[src/hdl/fpn_pkg.sv]
// ----------------------------------------------------------------------------
// Fractal Perlin noise package
// Shared widths, register indexes, the permutation table and the small
// arithmetic helpers of the noise core.
// ----------------------------------------------------------------------------
package fpn_pkg;

    localparam int FRAC_BITS   = 16;
    localparam int MAX_OCTAVES = 12;

    localparam int COORD_W    = 32;
    localparam int OCT_W      = 4;
    localparam int LAC_W      = 8 + FRAC_BITS;
    localparam int GAIN_W     = FRAC_BITS + 1;
    localparam int FREQ_W     = 8 + 2 * FRAC_BITS;
    localparam int AMP_W      = FRAC_BITS + 1;
    localparam int TOT_W      = FRAC_BITS + 4;
    localparam int FADE_W     = FRAC_BITS + 1;
    localparam int FB_W       = FRAC_BITS + 4;
    localparam int POS_W      = FRAC_BITS + 2;
    localparam int NOISE_W    = FRAC_BITS + 4;
    localparam int PROD_W     = NOISE_W + AMP_W + 1;
    localparam int ACC_W      = PROD_W + 4;
    localparam int NUM_W      = ACC_W - 1;
    localparam int QUO_W      = FRAC_BITS + 2;
    localparam int OUT_W      = FRAC_BITS + 2;
    localparam int CFG_IDX_W  = 2;
    localparam int CFG_DATA_W = LAC_W;

    localparam logic [CFG_IDX_W-1:0] CFG_OCTAVES    = 2'd0;
    localparam logic [CFG_IDX_W-1:0] CFG_LACUNARITY = 2'd1;
    localparam logic [CFG_IDX_W-1:0] CFG_GAIN       = 2'd2;

    localparam logic [AMP_W-1:0]  ONE_AMP  = AMP_W'(1) << FRAC_BITS;
    localparam logic [FREQ_W-1:0] ONE_FREQ = FREQ_W'(1) << FRAC_BITS;
    localparam logic [OCT_W-1:0]  OCT_MAX  = OCT_W'(MAX_OCTAVES);
    localparam logic [LAC_W-1:0]  LAC_RESET  = LAC_W'(2) << FRAC_BITS;
    localparam logic [GAIN_W-1:0] GAIN_RESET = GAIN_W'(1) << (FRAC_BITS - 1);

    typedef struct packed {
        logic [AMP_W-1:0] amp;
        logic [TOT_W-1:0] total;
        logic             first;
        logic             last;
    } t_oct_ctl;

    localparam logic [7:0] PERM_ROM [256] = '{
        8'd151, 8'd160, 8'd137, 8'd91,  8'd90,  8'd15,  8'd131, 8'd13,
        8'd201, 8'd95,  8'd96,  8'd53,  8'd194, 8'd233, 8'd7,   8'd225,
        8'd140, 8'd36,  8'd103, 8'd30,  8'd69,  8'd142, 8'd8,   8'd99,
        8'd37,  8'd240, 8'd21,  8'd10,  8'd23,  8'd190, 8'd6,   8'd148,
        8'd247, 8'd120, 8'd234, 8'd75,  8'd0,   8'd26,  8'd197, 8'd62,
        8'd94,  8'd252, 8'd219, 8'd203, 8'd117, 8'd35,  8'd11,  8'd32,
        8'd57,  8'd177, 8'd33,  8'd88,  8'd237, 8'd149, 8'd56,  8'd87,
        8'd174, 8'd20,  8'd125, 8'd136, 8'd171, 8'd168, 8'd68,  8'd175,
        8'd74,  8'd165, 8'd71,  8'd134, 8'd139, 8'd48,  8'd27,  8'd166,
        8'd77,  8'd146, 8'd158, 8'd231, 8'd83,  8'd111, 8'd229, 8'd122,
        8'd60,  8'd211, 8'd133, 8'd230, 8'd220, 8'd105, 8'd92,  8'd41,
        8'd55,  8'd46,  8'd245, 8'd40,  8'd244, 8'd102, 8'd143, 8'd54,
        8'd65,  8'd25,  8'd63,  8'd161, 8'd1,   8'd216, 8'd80,  8'd73,
        8'd209, 8'd76,  8'd132, 8'd187, 8'd208, 8'd89,  8'd18,  8'd169,
        8'd200, 8'd196, 8'd135, 8'd130, 8'd116, 8'd188, 8'd159, 8'd86,
        8'd164, 8'd100, 8'd109, 8'd198, 8'd173, 8'd186, 8'd3,   8'd64,
        8'd52,  8'd217, 8'd226, 8'd250, 8'd124, 8'd123, 8'd5,   8'd202,
        8'd38,  8'd147, 8'd118, 8'd126, 8'd255, 8'd82,  8'd85,  8'd212,
        8'd207, 8'd206, 8'd59,  8'd227, 8'd47,  8'd16,  8'd58,  8'd17,
        8'd182, 8'd189, 8'd28,  8'd42,  8'd223, 8'd183, 8'd170, 8'd213,
        8'd119, 8'd248, 8'd152, 8'd2,   8'd44,  8'd154, 8'd163, 8'd70,
        8'd221, 8'd153, 8'd101, 8'd155, 8'd167, 8'd43,  8'd172, 8'd9,
        8'd129, 8'd22,  8'd39,  8'd253, 8'd19,  8'd98,  8'd108, 8'd110,
        8'd79,  8'd113, 8'd224, 8'd232, 8'd178, 8'd185, 8'd112, 8'd104,
        8'd218, 8'd246, 8'd97,  8'd228, 8'd251, 8'd34,  8'd242, 8'd193,
        8'd238, 8'd210, 8'd144, 8'd12,  8'd191, 8'd179, 8'd162, 8'd241,
        8'd81,  8'd51,  8'd145, 8'd235, 8'd249, 8'd14,  8'd239, 8'd107,
        8'd49,  8'd192, 8'd214, 8'd31,  8'd181, 8'd199, 8'd106, 8'd157,
        8'd184, 8'd84,  8'd204, 8'd176, 8'd115, 8'd121, 8'd50,  8'd45,
        8'd127, 8'd4,   8'd150, 8'd254, 8'd138, 8'd236, 8'd205, 8'd93,
        8'd222, 8'd114, 8'd67,  8'd29,  8'd24,  8'd72,  8'd243, 8'd141,
        8'd128, 8'd195, 8'd78,  8'd66,  8'd215, 8'd61,  8'd156, 8'd180
    };

    function automatic logic signed [NOISE_W-1:0] grad_dot(
        input logic [3:0]              h,
        input logic signed [POS_W-1:0] x,
        input logic signed [POS_W-1:0] y,
        input logic signed [POS_W-1:0] z
    );
        logic signed [NOISE_W-1:0] u;
        logic signed [NOISE_W-1:0] v;
        u = (h < 4'd8) ? NOISE_W'(x) : NOISE_W'(y);
        if (h < 4'd4) begin
            v = NOISE_W'(y);
        end else if (h == 4'd12 || h == 4'd14) begin
            v = NOISE_W'(x);
        end else begin
            v = NOISE_W'(z);
        end
        return (h[0] ? -u : u) + (h[1] ? -v : v);
    endfunction

    function automatic logic signed [NOISE_W-1:0] lerp(
        input logic signed [NOISE_W-1:0] a,
        input logic signed [NOISE_W-1:0] b,
        input logic [FADE_W-1:0]         w
    );
        logic signed [NOISE_W:0]          diff;
        logic signed [NOISE_W+FADE_W+1:0] prod;
        diff = (NOISE_W + 1)'(b) - (NOISE_W + 1)'(a);
        prod = diff * $signed({1'b0, w});
        return a + NOISE_W'(prod >>> FRAC_BITS);
    endfunction

endpackage

[src/hdl/fpn_div.sv]
// ----------------------------------------------------------------------------
// Fractal Perlin noise divider
// Pipelined restoring divider, one quotient bit per stage, for the
// normalisation of the weighted sum by the amplitude total.
// ----------------------------------------------------------------------------
module fpn_div
    import fpn_pkg::*;
(
    input  logic             i_clk,
    input  logic             i_rst_n,
    input  logic             i_valid,
    input  logic             i_neg,
    input  logic [NUM_W-1:0] i_num,
    input  logic [TOT_W-1:0] i_den,
    output logic             o_valid,
    output logic             o_neg,
    output logic [QUO_W-1:0] o_quo
);

    logic [QUO_W-1:0] r_v;
    logic             r_neg [QUO_W];
    logic [TOT_W-1:0] r_rem [QUO_W];
    logic [TOT_W-1:0] r_den [QUO_W];
    logic [QUO_W-1:0] r_low [QUO_W];
    logic [QUO_W-1:0] r_quo [QUO_W];

    logic             s_neg [QUO_W];
    logic [TOT_W-1:0] s_rem [QUO_W];
    logic [TOT_W-1:0] s_den [QUO_W];
    logic [QUO_W-1:0] s_low [QUO_W];
    logic [QUO_W-1:0] s_quo [QUO_W];
    logic [TOT_W:0]   s_trial [QUO_W];
    logic             s_ge [QUO_W];

    always_comb begin
        s_neg[0] = i_neg;
        s_rem[0] = TOT_W'(i_num[NUM_W-1:QUO_W]);
        s_den[0] = i_den;
        s_low[0] = i_num[QUO_W-1:0];
        s_quo[0] = '0;
        for (int s = 1; s < QUO_W; s++) begin
            s_neg[s] = r_neg[s-1];
            s_rem[s] = r_rem[s-1];
            s_den[s] = r_den[s-1];
            s_low[s] = r_low[s-1];
            s_quo[s] = r_quo[s-1];
        end
        for (int s = 0; s < QUO_W; s++) begin
            s_trial[s] = {s_rem[s], s_low[s][QUO_W-1]};
            s_ge[s]    = s_trial[s] >= {1'b0, s_den[s]};
        end
    end

    always_ff @(posedge i_clk) begin
        if (!i_rst_n) begin
            r_v <= '0;
        end else begin
            r_v <= {r_v[QUO_W-2:0], i_valid};
        end
    end

    always_ff @(posedge i_clk) begin
        for (int s = 0; s < QUO_W; s++) begin
            r_neg[s] <= s_neg[s];
            r_den[s] <= s_den[s];
            r_low[s] <= {s_low[s][QUO_W-2:0], 1'b0};
            r_quo[s] <= {s_quo[s][QUO_W-2:0], s_ge[s]};
            r_rem[s] <= s_ge[s] ? TOT_W'(s_trial[s] - {1'b0, s_den[s]})
                                : TOT_W'(s_trial[s]);
        end
    end

    assign o_valid = r_v[QUO_W-1];
    assign o_neg   = r_neg[QUO_W-1];
    assign o_quo   = r_quo[QUO_W-1];

endmodule

[config.mk]
export PLATFORM = sky130hd
export DESIGN_NAME = fpn_div
export DESIGN_NICKNAME = d
export VERILOG_FILES = /design/src/hdl/fpn_pkg.sv /design/src/hdl/fpn_div.sv
export SDC_FILE = /design/constraint.sdc
export NUM_CORES = 2
export LEC_CHECK = 0
export CORE_MARGIN = 10
export CORE_UTILIZATION = 57
export DETAILED_ROUTE_END_ITERATION = 12
export DONT_BUFFER_PORTS = 1
export PLACE_DENSITY = 0.68
export SYNTH_ARGS = -nofsm -noshare
export SYNTH_HDL_FRONTEND = slang
export SYNTH_SLANG_ARGS = --single-unit
[constraint.sdc]
create_clock -name i_clk -period 3.14 [get_ports i_clk]
set_input_delay 0 -clock i_clk [delete_from_list [all_inputs] [get_ports i_clk]]
set_output_delay 0 -clock i_clk [all_outputs]
set_load 0.01 [all_outputs]
==> run_results.csv <==
group,metric,value,unit
outcome,status,"completed",
die,die_y,292.3,um
drt,route.detailed.drc,0,
sta,slew_headroom,41.74,%
drt,wl,89200,um
clocking,insertion_delay,0.67,ns
die,die_w,292.3,um
die,io_pins,85,
global_route,overflow,0,
sta,finalMaxSlewViolations,0,
drt,vias,29400,
sta,fin_crit_sh,99.19,%
final_layout,design_area,0.04856,mm2
yosys,ys_ff_latch,1040,
global_route,grt_util_met3,3.003,%
sta,final.min_clock_period,3.115,ns
die,die_area,0.08542,mm2
global_route,grt_pass1_wl,142900,um
job,max_cap_violations,0,
final_layout,finalNonFillerCells,5499,
clocking,cts_tree,"built",
yosys,yosysWarnings,0,
clocking,cts_buffers,102,
die,initial_utilization,57.72,%
clocking,cts_num_sinks,1040,
power,powerDensity,1151,mW/mm2
yosys,syn_area,0.04226,mm2
setup_path,path_class,"in2reg",
yosys,synth_flop_cell,"dfxtp_1",
sta,setup_tns,0,ns
global_route,grt_max_degree,41,
global_route,grt.busiest_layer,"met2",
place,gp_congestion,0.8906,
die,std_cell_rows,99,
global_route,use_met1,23.27,%
clocking,cts_buffer_depth,3,
drt,postRouteAntennaNets,0,
yosys,synthArstFlopShare,0,%
sta,rsz0062_at_grt,"true",
die,core_region_area,0.07321,mm2
yosys,synth-seq-area-share,49.27,%
sta,setup_violations,0,
hold_path,hold_path_class,"in2reg",
setup_path,crit_path_start_kind,"primary input",
sta,holdWs,0.06846,ns
clocking,h-tree-depth,3,
drt,drt_first_iter_violations,1546,
yosys,synth.distinct_cells,93,
setup_path,crit_fanout,20,
setup_path,crit_arrival,3.72,ns
setup_path,critPathCaptureType,"flip-flop",
global_route,grt.met2_usage,37.74,%
place,dpl.cell_count,5202,
power,total_power,55.86,mW
final_layout,area_growth,14.91,%
sta,worst_pin_slew,0.8687,ns
yosys,syn_inst,4238,
clocking,root_buffer,"clkbuf_16",
setup_path,worst_ep_required_time,3.74,ns
clocking,clk_pin_slew,0.06,ns
sta,hold_viol,0,
power,p_leak,22.35,nW
drt,routedWlPerCell,16.22,um
global_route,grt_pass1_vias,28670,
power,peakVddDrop,0.0006580,V
place,pre_cts_slack,-0.03927,ns
sta,timing.fmax,0.3211,GHz
sta,fin_ws,0.02528,ns
final_layout,fin_util,66.33,%
global_route,antenna_found_initial,0,
sta,skew,0.02169,ns
drt,vias_per_cell,5.346,
place,place_area,0.04383,mm2
drt,drt_pre_antenna_iters,5,
yosys,syn_nets,4680,
final_layout,n_antenna_cell,0,
place,port_buffers,0,
place,hpwl,66710,um
global_route,track_usage,20.25,%
final_layout,drive_above_1_share,9.824,%
final_layout,nNetsFinal,4898,
yosys,syn_avg_cell_area,9.971,um2
yosys,synth-edff-count,0,
worst paths after layout:
path	from	end	slack, ns	depth (start not counted)
max	i_den[1]	r_rem[0][0]	0.03	14
min	i_num[24]	r_rem[0][7]	0.07	2
max reg2reg	r_den[3][1]	r_rem[4][6]	0.14	11
min reg2reg	r_low[10][12]	r_low[11][13]	0.32	0
cell families after synthesis:
| family | synth area share, % |
|---|---|
| simple gates | 10.46 |
| xor+xnor | 5.410 |
| flops | 49.27 |
| mux | 3.722 |
| buf+inv | 4.803 |
| fa+ha+maj | 11.47 |
| compound gates | 14.87 |
metal layers:
metal	wire length [um]	share of wire, %	vias to the layer above
met1	37810	42	13680
met3	3100	3.5	171
met5	0	0	-
met4	2833	3.2	0
met2	45450	51	525
li1	-	-	15030
critical path: stages:
cell	delay, ns
dlygate4sd3_1	0.59
inv_1	0.06
ha_1	0.31
nor2b_1	0.24
o31a_1	0.20
o21ai_1	0.11
a21oi_2	0.27
a31oi_2	0.21
a2111oi_4	0.41
nor3_1	0.09
nor2_1	0.15
buf_6	0.24
mux2i_1	0.25
dlygate4sd3_1	0.58
power by group:
part	leakage, nW	internal (mW)	switching (mW)
combinational	11.9	11.4	12.8
sequential	8.76	17.1	2.14
clock	1.71	7.31	5.07
total	22.3	35.8	20.0
timing repair:
item / CTS / global route
cloned: 0 / 3
endpoints found under the setup margin: 18 / 110
setup buffers: 0 / 2
hold buffers: 104 / 0
resized for setup: 1 / 24
pin swaps: 0 / 5
hold endpoints to repair: 77 / 0
flip-flops by register name, summed over array words and instances (netlist names):
signal,flops
r_neg,18
r_low,153
r_den,340
r_quo,171
r_v,18
r_rem,340
layout by cell type (no fill, tap or decap), types with 69 or more instances in the layout:
cell,n
a21o_1,126
xor2_1,109
o21ai_0,290
clkbuf_16,103
nor2_1,232
xnor2_1,152
nand2_1,288
inv_1,455
nand3_1,69
mux2_2,117
a21oi_1,223
dfxtp_1,1040
dlygate4sd3_1,104
ha_1,359
synthesized netlist by cell type (12+ instances only):
| cell type | count | share of area, % |
|---|---|---|
| o21ai_0 | 293 | 3.5 |
| o31ai_1 | 20 | 0.36 |
| nor3_1 | 62 | 0.73 |
| nand3_1 | 69 | 0.82 |
| a31o_2 | 13 | 0.27 |
| clkbuf_1 | 30 | 0.27 |
| o21bai_1 | 20 | 0.36 |
| nor2_1 | 233 | 2.1 |
| inv_1 | 455 | 4.0 |
| ha_1 | 360 | 11 |
| nor2b_1 | 49 | 0.73 |
| mux2_2 | 117 | 3.1 |
| and2_1 | 30 | 0.44 |
| o31a_1 | 14 | 0.29 |
| or3_1 | 16 | 0.24 |
| xor2_1 | 109 | 2.3 |
| nor4_1 | 18 | 0.27 |
| dfxtp_1 | 1040 | 49 |
| a31oi_1 | 24 | 0.36 |
| a21boi_0 | 12 | 0.21 |
| nand2b_1 | 53 | 0.78 |
| o21a_1 | 58 | 1.0 |
| buf_2 | 29 | 0.34 |
| fa_1 | 17 | 0.81 |
| xnor2_1 | 152 | 3.2 |
| a21o_1 | 126 | 2.2 |
| a211oi_1 | 18 | 0.32 |
| nand4_1 | 43 | 0.64 |
| a21oi_1 | 228 | 2.7 |
| and3_1 | 21 | 0.31 |
| nand2_1 | 288 | 2.6 |
| mux2i_1 | 18 | 0.43 |
layout make-up:
cell class | count | area [um2]
sequential | 1040 | 20820
clock buffer | 139 | 2932
inverter | 456 | 1712
tap | 959 | 1200
clock inverter | 49 | 570.5
fill | 5821 | 24650
timing repair buffer | 178 | 1734
multi-input combinational | 2678 | 19590
Note: power is estimated with default switching activity, not from simulation.
